## src/rtl/tkd_pkg.sv

```systemverilog
// Shared types and constants for the two-key debounce and long-press unit.
`default_nettype none

package tkd_pkg;

    localparam int CountWidth = 8;
    localparam int CodeWidth  = 4;
    localparam int CfgIdxWidth = 4;

    localparam logic [CodeWidth-1:0] KEY_NONE    = 4'd0;
    localparam logic [CodeWidth-1:0] KEY_OK_DN   = 4'd1;
    localparam logic [CodeWidth-1:0] KEY_OK_UP   = 4'd2;
    localparam logic [CodeWidth-1:0] KEY_MENU_DN = 4'd3;
    localparam logic [CodeWidth-1:0] KEY_MENU_UP = 4'd4;
    localparam logic [CodeWidth-1:0] KEY_PWR_DN  = 4'd5;
    localparam logic [CodeWidth-1:0] KEY_PWR_UP  = 4'd6;
    localparam logic [CodeWidth-1:0] KEY_PLUS_DN = 4'd7;
    localparam logic [CodeWidth-1:0] KEY_PLUS_UP = 4'd8;

    localparam logic [CfgIdxWidth-1:0] CFG_PRESS_DEBOUNCE   = 4'd0;
    localparam logic [CfgIdxWidth-1:0] CFG_RELEASE_DEBOUNCE = 4'd1;
    localparam logic [CfgIdxWidth-1:0] CFG_MENU_HOLD        = 4'd2;
    localparam logic [CfgIdxWidth-1:0] CFG_POWER_HOLD       = 4'd3;

    localparam logic [CountWidth-1:0] PRESS_DEBOUNCE_RESET   = 8'd8;
    localparam logic [CountWidth-1:0] RELEASE_DEBOUNCE_RESET = 8'd16;
    localparam logic [CountWidth-1:0] MENU_HOLD_RESET        = 8'd32;
    localparam logic [CountWidth-1:0] POWER_HOLD_RESET       = 8'd160;

    typedef struct packed {
        logic [CountWidth-1:0] press_debounce_ticks;
        logic [CountWidth-1:0] release_debounce_ticks;
        logic [CountWidth-1:0] menu_hold_ticks;
        logic [CountWidth-1:0] power_hold_ticks;
    } cfg_t;

    typedef struct packed {
        logic tick_valid;
        logic main_released;
        logic plus_released;
    } key_req_t;

endpackage

`default_nettype wire

```

## src/rtl/two_key_debounce_long_press_unit.sv

```systemverilog
// Top level of the two-key debounce and long-press unit.
//
// Each request carries one tick with the levels of the active-low main and
// plus key pins, and each request yields exactly one result: the last key
// event code and a flag that is set when that tick produced an event. The
// unit takes one request per clock cycle while it is not stalled; a request
// passes through an input register and the key state machine into the result
// register. The result register doubles as the key state, so the unit keeps
// accepting while a result waits to be taken and stalls only when both the
// input and the result register are full and the result is not taken.
// Configuration writes take effect at the next counter load.
`default_nettype none

module two_key_debounce_long_press_unit (
    input  wire logic                            clk,
    input  wire logic                            rst_n,
    input  wire logic                            in_valid,
    output logic                                 in_ready,
    input  wire logic                            tick_valid,
    input  wire logic                            main_released,
    input  wire logic                            plus_released,
    output logic                                 out_valid,
    input  wire logic                            out_ready,
    output logic [tkd_pkg::CodeWidth-1:0]        key_code,
    output logic                                 key_new,
    input  wire logic                            cfg_write_en,
    input  wire logic [tkd_pkg::CfgIdxWidth-1:0] cfg_index,
    input  wire logic [tkd_pkg::CountWidth-1:0]  cfg_data
);

    import tkd_pkg::*;

    cfg_t     cfg;
    key_req_t req_reg;
    logic     req_valid_reg, req_valid_next;
    logic     out_valid_reg, out_valid_next;
    logic     advance;

    assign advance  = req_valid_reg && (!out_valid_reg || out_ready);
    assign in_ready = !req_valid_reg || advance;

    always_comb
    begin
        req_valid_next = req_valid_reg;
        if (in_valid && in_ready)
        begin
            req_valid_next = 1'b1;
        end
        else if (advance)
        begin
            req_valid_next = 1'b0;
        end

        out_valid_next = out_valid_reg;
        if (advance)
        begin
            out_valid_next = 1'b1;
        end
        else if (out_ready)
        begin
            out_valid_next = 1'b0;
        end
    end

    always_ff @(posedge clk or negedge rst_n)
    begin
        if (!rst_n)
        begin
            req_valid_reg <= 1'b0;
            out_valid_reg <= 1'b0;
        end
        else
        begin
            req_valid_reg <= req_valid_next;
            out_valid_reg <= out_valid_next;
        end
    end

    always_ff @(posedge clk)
    begin
        if (in_valid && in_ready)
        begin
            req_reg.tick_valid    <= tick_valid;
            req_reg.main_released <= main_released;
            req_reg.plus_released <= plus_released;
        end
    end

    tkd_cfg_regs u_cfg_regs (
        .clk          (clk),
        .rst_n        (rst_n),
        .cfg_write_en (cfg_write_en),
        .cfg_index    (cfg_index),
        .cfg_data     (cfg_data),
        .cfg          (cfg)
    );

    tkd_key_fsm u_key_fsm (
        .clk      (clk),
        .rst_n    (rst_n),
        .step_en  (advance),
        .req      (req_reg),
        .cfg      (cfg),
        .key_code (key_code),
        .key_new  (key_new)
    );

    assign out_valid = out_valid_reg;

endmodule

`default_nettype wire

```

## src/rtl/tkd_cfg_regs.sv

```systemverilog
// Configuration register file for the debounce and hold timings.
`default_nettype none

module tkd_cfg_regs (
    input  wire logic                           clk,
    input  wire logic                           rst_n,
    input  wire logic                           cfg_write_en,
    input  wire logic [tkd_pkg::CfgIdxWidth-1:0] cfg_index,
    input  wire logic [tkd_pkg::CountWidth-1:0]  cfg_data,
    output tkd_pkg::cfg_t                       cfg
);

    import tkd_pkg::*;

    cfg_t cfg_reg;
    cfg_t cfg_next;

    always_comb
    begin
        cfg_next = cfg_reg;
        if (cfg_write_en)
        begin
            unique case (cfg_index)
                CFG_PRESS_DEBOUNCE:   cfg_next.press_debounce_ticks   = cfg_data;
                CFG_RELEASE_DEBOUNCE: cfg_next.release_debounce_ticks = cfg_data;
                CFG_MENU_HOLD:        cfg_next.menu_hold_ticks        = cfg_data;
                CFG_POWER_HOLD:       cfg_next.power_hold_ticks       = cfg_data;
                default:              cfg_next = cfg_reg;
            endcase
        end
    end

    always_ff @(posedge clk or negedge rst_n)
    begin
        if (!rst_n)
        begin
            cfg_reg.press_debounce_ticks   <= PRESS_DEBOUNCE_RESET;
            cfg_reg.release_debounce_ticks <= RELEASE_DEBOUNCE_RESET;
            cfg_reg.menu_hold_ticks        <= MENU_HOLD_RESET;
            cfg_reg.power_hold_ticks       <= POWER_HOLD_RESET;
        end
        else
        begin
            cfg_reg <= cfg_next;
        end
    end

    assign cfg = cfg_reg;

endmodule

`default_nettype wire

```

## src/rtl/tkd_key_fsm.sv

```systemverilog
// Key mode state machine with debounce and hold counters and the result register.
`default_nettype none

module tkd_key_fsm (
    input  wire logic                          clk,
    input  wire logic                          rst_n,
    input  wire logic                          step_en,
    input  wire tkd_pkg::key_req_t             req,
    input  wire tkd_pkg::cfg_t                 cfg,
    output logic [tkd_pkg::CodeWidth-1:0]      key_code,
    output logic                               key_new
);

    import tkd_pkg::*;

    typedef enum logic [2:0] {
        MODE_IDLE  = 3'd0,
        MODE_OK    = 3'd1,
        MODE_MENU  = 3'd2,
        MODE_POWER = 3'd3,
        MODE_PLUS  = 3'd4
    } mode_t;

    mode_t                 mode_reg, mode_next;
    logic [CountWidth-1:0] debounce_reg, debounce_next;
    logic [CountWidth-1:0] hold_reg, hold_next;
    logic [CountWidth-1:0] hold_dec;
    logic [CodeWidth-1:0]  last_key_reg, last_key_next;
    logic                  key_new_reg, key_new_next;
    logic                  fresh;

    assign hold_dec = (hold_reg != '0) ? hold_reg - 1'b1 : hold_reg;

    always_comb
    begin
        mode_next     = mode_reg;
        debounce_next = debounce_reg;
        hold_next     = hold_reg;
        last_key_next = last_key_reg;
        fresh         = 1'b0;

        if (req.tick_valid)
        begin
            hold_next = hold_dec;
            if (debounce_reg != '0)
            begin
                debounce_next = debounce_reg - 1'b1;
            end
            else
            begin
                unique case (mode_reg)
                    MODE_OK:
                    begin
                        if (req.main_released)
                        begin
                            last_key_next = KEY_OK_UP;
                            mode_next     = MODE_IDLE;
                            debounce_next = cfg.release_debounce_ticks;
                            fresh         = 1'b1;
                        end
                        else if (hold_dec == '0)
                        begin
                            last_key_next = KEY_MENU_DN;
                            mode_next     = MODE_MENU;
                            hold_next     = cfg.power_hold_ticks;
                            fresh         = 1'b1;
                        end
                    end
                    MODE_MENU:
                    begin
                        if (req.main_released)
                        begin
                            last_key_next = KEY_MENU_UP;
                            mode_next     = MODE_IDLE;
                            debounce_next = cfg.release_debounce_ticks;
                            fresh         = 1'b1;
                        end
                        else if (hold_dec == '0)
                        begin
                            last_key_next = KEY_PWR_DN;
                            mode_next     = MODE_POWER;
                            fresh         = 1'b1;
                        end
                    end
                    MODE_POWER:
                    begin
                        if (req.main_released)
                        begin
                            last_key_next = KEY_PWR_UP;
                            mode_next     = MODE_IDLE;
                            debounce_next = cfg.release_debounce_ticks;
                            fresh         = 1'b1;
                        end
                    end
                    MODE_PLUS:
                    begin
                        if (req.plus_released)
                        begin
                            last_key_next = KEY_PLUS_UP;
                            mode_next     = MODE_IDLE;
                            debounce_next = cfg.release_debounce_ticks;
                            fresh         = 1'b1;
                        end
                    end
                    default:
                    begin
                        if (!req.main_released)
                        begin
                            last_key_next = KEY_OK_DN;
                            mode_next     = MODE_OK;
                            debounce_next = cfg.press_debounce_ticks;
                            hold_next     = cfg.menu_hold_ticks;
                            fresh         = 1'b1;
                        end
                        else if (!req.plus_released)
                        begin
                            last_key_next = KEY_PLUS_DN;
                            mode_next     = MODE_PLUS;
                            debounce_next = cfg.press_debounce_ticks;
                            fresh         = 1'b1;
                        end
                    end
                endcase
            end
        end

        key_new_next = fresh;
    end

    always_ff @(posedge clk or negedge rst_n)
    begin
        if (!rst_n)
        begin
            mode_reg     <= MODE_IDLE;
            debounce_reg <= '0;
            hold_reg     <= '0;
            last_key_reg <= KEY_NONE;
            key_new_reg  <= 1'b0;
        end
        else if (step_en)
        begin
            mode_reg     <= mode_next;
            debounce_reg <= debounce_next;
            hold_reg     <= hold_next;
            last_key_reg <= last_key_next;
            key_new_reg  <= key_new_next;
        end
    end

    assign key_code = last_key_reg;
    assign key_new  = key_new_reg;

endmodule

`default_nettype wire

```

## config.mk

```make
export PLATFORM = sky130hd
export DESIGN_NAME = two_key_debounce_long_press_unit
export DESIGN_NICKNAME = d
export VERILOG_FILES = /design/src/rtl/tkd_pkg.sv /design/src/rtl/two_key_debounce_long_press_unit.sv /design/src/rtl/tkd_cfg_regs.sv /design/src/rtl/tkd_key_fsm.sv
export SDC_FILE = /design/constraint.sdc
export NUM_CORES = 1
export LEC_CHECK = 0
export ABC_AREA = 1
export BUFFER_PORTS_ARGS = -buffer_cell sky130_fd_sc_hd__buf_2
export CAP_MARGIN = 0
export CORE_MARGIN = 4
export CORE_UTILIZATION = 54
export CTS_CLUSTER_DIAMETER = 150
export DETAILED_ROUTE_END_ITERATION = 8
export PLACE_DENSITY = 0.83
export SLEW_MARGIN = 20
export SYNTH_ARGS = -nofsm -noshare
export SYNTH_HDL_FRONTEND = slang
export SYNTH_SLANG_ARGS = --single-unit
```

## constraint.sdc

```tcl
create_clock -name clk -period 2 [get_ports clk]
set_clock_uncertainty 0.2 [all_clocks]
set_input_delay 0.1 -clock clk [delete_from_list [all_inputs] [get_ports clk]]
set_output_delay 0.1 -clock clk [all_outputs]
set_load 0.1 [all_outputs]
```

# After elaboration in Yosys (flattened, before gate mapping)
# Cells that the tools add are included.
dict set report word_totals {
  ff_bits 61
  input_bits 20
  output_inout_bits 7
  wordCells 97
}
dict set report op_classes {
  n_addsub 2
  eq_ne 15
  mux 43
  n_bitwise 1
  reduce_logical 22
}
# operator n
set op_table {}
lappend op_table {{two-way mux 8 bit} 10}
lappend op_table {{two-way mux 4 bit} 8}
lappend op_table {{one-hot mux 8 bit (2 select lines)} 2}
lappend op_table {{two-way mux 3 bit} 8}
lappend op_table {{one-hot mux 4 bit (4 select lines)} 1}
lappend op_table {{nonzero test 8 bit} 2}
lappend op_table {{subtractor 8 x 1 -> 8 bit (second input constant)} 2}
lappend op_table {{two-way mux 1 bit} 12}
lappend op_table {{one-hot mux 3 bit (4 select lines)} 1}
lappend op_table {{AND reduction 2 bit} 5}
lappend op_table {{inequality test 3 x 2 -> 1 bit (second input constant)} 3}
lappend op_table {{equality test 4 x 2 -> 1 bit (second input constant)} 2}
lappend op_table {{logical NOT 8 bit} 1}
lappend op_table {{AND reduction 8 bit} 1}
lappend op_table {{equality test 3 x 2 -> 1 bit (second input constant)} 2}
lappend op_table {{inequality test 6 x 2 -> 1 bit (second input constant)} 1}
lappend op_table {{OR reduction 3 bit} 2}
lappend op_table {{inequality test 5 x 3 -> 1 bit (second input constant)} 1}
lappend op_table {{AND reduction 5 bit} 1}
lappend op_table {{equality test 4 x 1 -> 1 bit (second input constant)} 1}
lappend op_table {{logical NOT 4 bit} 1}
lappend op_table {{inequality test 2 bit (second input constant)} 2}
lappend op_table {{nonzero test 2 bit} 2}
lappend op_table {{equality test 3 x 1 -> 1 bit (second input constant)} 1}
lappend op_table {{other kinds (8)} 11}

# Depth between registers and ports, before layout
dict set report logic_depth {
  depth_word 8
  ltp_mapped 16
  ltp_nobuf 16
}

# Hierarchy
# Synthesis repeated with hierarchy kept, for this count alone.
dict set report hier_totals {
  cells_unflattened 441
  area_unflattened_um2 3497.1
}
# module instances cells_per_inst area_each_um2 seq_area_each_um2
set modules_own_cells {}
lappend modules_own_cells {tkd_key_fsm 1 278 1931.9 600.6}
lappend modules_own_cells {tkd_cfg_regs 1 148 1380.1 807.0}
lappend modules_own_cells {two_key_debounce_long_press_unit 1 15 185.2 140.1}

# Least setup slack after synthesis
# OpenSTA, ideal clock, no wires.
dict set report synth_timing {
  kind {register -> register}
  start {register out_valid_reg (netlist: out_valid)}
  end {register req_reg[0] (netlist bit), enable pin}
  setup_time_ps 258
  t_arrival_ps 2303
  required_time_ps 1542
  slack_ps -761
  stages_incl_launch_ff 4
  path_buffers 0
  period_less_slack_ps 2761
  path_cell_list {dfrtp_1 nand3_1 nand2_1 inv_1}
}
dict set report synth_via {
  elab_chain_cells 5
}
# item line_no
set synth_lines {}
lappend synth_lines {{start, declared} two_key_debounce_long_press_unit.sv:36} ;# logic out_valid_reg, out_valid_next;
lappend synth_lines {{start signal, assigned} two_key_debounce_long_press_unit.sv:75} ;# out_valid_reg <= out_valid_next;
lappend synth_lines {{logical NOT 1 bit} two_key_debounce_long_press_unit.sv:39} ;# assign advance = req_valid_reg && (!out_valid_reg || out_ready);
lappend synth_lines {{logical OR 1 bit} two_key_debounce_long_press_unit.sv:39}
lappend synth_lines {{logical AND 1 bit} two_key_debounce_long_press_unit.sv:39}
lappend synth_lines {{logical OR 1 bit} two_key_debounce_long_press_unit.sv:40} ;# assign in_ready = !req_valid_reg || advance;
lappend synth_lines {{via in_ready} two_key_debounce_long_press_unit.sv:18} ;# output logic in_ready,
lappend synth_lines {{logical AND 1 bit} two_key_debounce_long_press_unit.sv:81} ;# if (in_valid && in_ready)
lappend synth_lines {{end, declared} two_key_debounce_long_press_unit.sv:34} ;# key_req_t req_reg;
# The timed path passes the listed nets, and every way through them passes these cells.
# A chain may end at the register's enable or synchronous reset.

# Worst setup path in the final report
dict set report layout_timing {
  start {register u_key_fsm.hold_reg[1]}
  end {register u_key_fsm.hold_reg[0]}
}
dict set report layout_via {
  elab_chain_cells 7
  word_cells_on_any_way 9
  classes_between {add/sub: 1; mux: 6; reduce/logical: 2}
}
# item line_no
set layout_lines {}
lappend layout_lines {{start, declared} tkd_key_fsm.sv:26} ;# logic [CountWidth-1:0] hold_reg, hold_next;
lappend layout_lines {{start signal, assigned} tkd_key_fsm.sv:144} ;# hold_reg <= hold_next;
lappend layout_lines {{subtractor 8 x 1 -> 8 bit or nonzero test 8 bit (tied branches)} tkd_key_fsm.sv:32} ;# assign hold_dec = (hold_reg != '0) ? hold_reg - 1'b1 : hold_reg;
lappend layout_lines {{two-way mux 8 bit *} tkd_key_fsm.sv:32}
lappend layout_lines {{logical NOT 8 bit} tkd_key_fsm.sv:61} ;# else if (hold_dec == '0)
lappend layout_lines {{two-way mux 8 bit} tkd_key_fsm.sv:61}
lappend layout_lines {{two-way mux 8 bit} tkd_key_fsm.sv:54} ;# if (req.main_released)
lappend layout_lines {{one-hot mux 8 bit (2 select lines)} tkd_key_fsm.sv:51} ;# unique case (mode_reg)
lappend layout_lines {{two-way mux 8 bit *} tkd_key_fsm.sv:45} ;# if (debounce_reg != '0)
# Every way passes the cells marked *; elsewhere a longest branch is shown, timed or not.

==> reports/metrics.cfg <==
[outcome]
result_of_the_run=complete, but fails checks
violated_checks=negative setup slack

[yosys]
netlist.top_cell.by_area=sky130_fd_sc_hd__dfrtp_1
synth_top_flop_cell=sky130_fd_sc_hd__dfrtp_1
syn-instance-count=423
synth_common_cells=sky130_fd_sc_hd__nand2_1 (109), sky130_fd_sc_hd__dfrtp_1 (53), sky130_fd_sc_hd__inv_1 (48), sky130_fd_sc_hd__o21ai_0 (48), sky130_fd_sc_hd__nor2_1 (29)
postSynthRegisterBits=61
postSynth.asyncResetShare=0.951
synth_edf_count=3
yosys.cell_types.count=36
ys.warnings.count=0
synth_nets=447
netlist.area_leader.share=0.400
yosysMostFrequentCell=sky130_fd_sc_hd__nand2_1
yosys-top-cells-area=sky130_fd_sc_hd__dfrtp_1 (40%), sky130_fd_sc_hd__nand2_1 (12%), sky130_fd_sc_hd__o21ai_0 (7.2%)
synth.yosys.seq_area_share=0.467
synthesis.area_um2=3320
synth_area_per_cell_um2=7.84

[pwr]
leakage_nw=2.25
pwr_density_nw_per_um2=1160
totalPowerFinal_mw=5.24
vdd.ir_drop.worst_mv=0.631

[setup_path]
crit_family=simple AND/OR/NAND/NOR gates
worstRegToRegCells=14
data_required_time_at_the_worst_endpoint_ps=2030
r2r-start=u_key_fsm.hold_reg[1]$_DFFE_PN0P_
ff2ff_setup_slack_ps=-190
cp_max_fo=5
critical_path_arrival_ps=2220
critical_path.cell_chain=inv_2, ha_4, inv_1, o21ai_1, nand3_2, nand2_2, nor2_4, buf_4, nand4_1, nand2_1, nand2_1, nand2_1, nand2_1, nand2_1
crit_path_end_kind=flop
criticalPathCategory=reg2reg
timing.rr.end=u_key_fsm.hold_reg[0]$_DFFE_PN0P_
most_prevalent_standard_cell_on_the_critical_path=sky130_fd_sc_hd__nand2_1
cpPeakStageDelay_ps=400
cp-start-kind=flop
worst-path-buf-inv=3
crit_path_top_delay_cell=sky130_fd_sc_hd__dfrtp_1

[cts]
clock_tree.buffer_depth=2
cts-buffers-inserted=9
clock-root-buffer=sky130_fd_sc_hd__clkbuf_8
numClockSinks=61
htreeDepth=3
clkLatencyLatePin_ps=350
tritoncts_clock_tree=built
cts.clk_slew.worst_paths_ps=80

[die]
horizontal_extent_of_the_die_um=86.4
dieArea_um2=7460
floorplan.initialDensity=0.557
num_io_pins=27
rows=28
floorplan.core_area_um2=5960
die_h_um=86.4

[placed_design]
detailedPlacementHpwl_um=5980
port_buffers=26
pre_cts_ws_ps=-126
place.gp.congestion=1.03
placement.cell_area_um2=3730

[global_routing]
grt_pass1_vias=3245
grt.overflow.total=0
gr-usage-all-layers=0.256
grt_start_max_net_pins=40
antenna_found_initial=0
grt_pass1_wl_um=15000

[routing]
totalWireLength_um=9910
route.detailed.drc=0
drt_iter0_markers=489
drt-pass1-iter-count=5
final_antenna_net_count=0
vias=3400
per_cell_routed_wire_length_um=16.8
detail_route.vias_per_cell=5.75

[timing]
finalHoldWorstSlack_ps=43.2
fin_ws_ps=-190
rsz0062_at_grt=yes
hold_viol_final=0
max-slew-margin-rel=0.626
finalCriticalPeriod_ps=2190
worst_slew_pin_slew_ps=559
timing_max_transition_violations_final=0
clock.fmax_mhz=457
setup_viol=17
min_period_over_period=1.10
final.setup.tns_ps=-1750

[min_path]
hold_path_class=in2async

[finish]
drive_above_1_share=0.359
synthToLayoutAreaGrowth_pct=36.3
finalInstanceArea_um2=4520
n_fill_cell=395
diodes=0
largest_register_ffs=32
num-nets-final=535

[job]
max_cap_violations=0

cells in the final DEF (no fill, tap or decap), types with 4 or more instances in the layout:
cell	Yosys	final
sky130_fd_sc_hd__dfrtp_1	53	49
sky130_fd_sc_hd__nand3_1	27	12
sky130_fd_sc_hd__inv_1	48	41
sky130_fd_sc_hd__nand4_1	6	6
sky130_fd_sc_hd__o22ai_1	4	4
sky130_fd_sc_hd__buf_2	4	26
sky130_fd_sc_hd__nor2_2	5	7
sky130_fd_sc_hd__o21ai_1	9	12
sky130_fd_sc_hd__dlygate4sd3_1	0	15
sky130_fd_sc_hd__a21oi_1	6	6
sky130_fd_sc_hd__dfstp_2	5	5
sky130_fd_sc_hd__nand3_2	0	13
sky130_fd_sc_hd__nand2_1	109	103
sky130_fd_sc_hd__clkbuf_8	0	10
sky130_fd_sc_hd__nor2_4	5	11
sky130_fd_sc_hd__a211oi_1	4	4
sky130_fd_sc_hd__o21ai_0	48	43
sky130_fd_sc_hd__buf_4	0	41
sky130_fd_sc_hd__buf_6	1	4
sky130_fd_sc_hd__nor2_1	29	21
sky130_fd_sc_hd__nand2_2	12	15
sky130_fd_sc_hd__inv_2	9	13
sky130_fd_sc_hd__nand2_4	3	4
repair_timing:
action	CTS	global route
gates resized for setup	38	40
endpoints found under the hold margin	93	0
setup buffers	9	11
hold buffers	15	0
setup endpoints to repair	16	24
pin swaps	20	24
metal layers:
metal	share of wire	track usage	wire, µm
met5	0	0	0
met4	0.042	0.150	421
met3	0.064	0.0523	630
met2	0.49	0.410	4900
met1	0.40	0.319	3950
stage by stage:
| stage | std cells | utilization |
|---|---|---|
| floorplan | 423 | - |
| global placement | 541 | 0.627 |
| detailed placement | 541 | 0.627 |
| CTS | 581 | 0.721 |
| global route | 591 | 0.759 |
| finish | 591 | 0.759 |
power breakdown:
| part | switching (mW) | internal [mW] | leakage (nW) |
|---|---|---|---|
| clock network | 0.513 | 0.634 | 0.103 |
| logic | 1.36 | 0.939 | 1.42 |
| registers | 0.234 | 1.56 | 0.735 |
kinds of logic (layout without fill, tap and decap cells):
logic type / after synthesis / count (layout) / share of synthesized area
simple gates: 203 / 203 / 0.282
flops: 61 / 61 / 0.467
compound gates: 87 / 87 / 0.155
buf+inv: 68 / 161 / 0.0808
fa+ha+maj: 4 / 4 / 0.0151
worst reg2reg max path: stages (launching register included):
cell and delay (ps):
sky130_fd_sc_hd__dfrtp_1 400, sky130_fd_sc_hd__inv_2 120, sky130_fd_sc_hd__ha_4 180, sky130_fd_sc_hd__inv_1 70, sky130_fd_sc_hd__o21ai_1 220, sky130_fd_sc_hd__nand3_2 130
sky130_fd_sc_hd__nand2_2 110, sky130_fd_sc_hd__nor2_4 40, sky130_fd_sc_hd__buf_4 140, sky130_fd_sc_hd__nand4_1 110, sky130_fd_sc_hd__nand2_1 80, sky130_fd_sc_hd__nand2_1 60
sky130_fd_sc_hd__nand2_1 50, sky130_fd_sc_hd__nand2_1 100, sky130_fd_sc_hd__nand2_1 70
worst max path at each step:
| stage | endpoint | cells after the start | slack [ps] | from |
|---|---|---|---|---|
| floorplan | u_key_fsm.key_code[3]$_DFFE_PN0P_ | 14 | 20 | u_key_fsm.hold_reg[0]$_DFFE_PN0P_ |
| finish | u_key_fsm.hold_reg[0]$_DFFE_PN0P_ | 14 | -190 | u_key_fsm.hold_reg[1]$_DFFE_PN0P_ |
| global route | u_key_fsm.hold_reg[0]$_DFFE_PN0P_ | 14 | -270 | u_key_fsm.hold_reg[5]$_DFFE_PN0P_ |
| CTS | u_key_fsm.key_code[2]$_DFFE_PN0P_ | 16 | -40 | u_key_fsm.hold_reg[0]$_DFFE_PN0P_ |
| global placement | u_key_fsm.key_code[0]$_DFFE_PN0P_ | 13 | -60 | u_key_fsm.hold_reg[1]$_DFFE_PN0P_ |
| detailed placement | u_key_fsm.key_code[2]$_DFFE_PN0P_ | 15 | -130 | u_key_fsm.hold_reg[0]$_DFFE_PN0P_ |
area by class of cell:
| type | instances | area [µm²] | share of cell area |
|---|---|---|---|
| Multi-Input combinational cell | 294 | 1770 | 0.391 |
| Sequential cell | 61 | 1560 | 0.344 |
| Timing Repair Buffer | 88 | 673 | 0.149 |
| Inverter | 57 | 221 | 0.0490 |
| Clock buffer | 14 | 195 | 0.0432 |
| Tap cell | 75 | 93.8 | 0.0208 |
| Clock inverter | 2 | 12.5 | 0.00277 |
(Power assumes the default switching activity.)
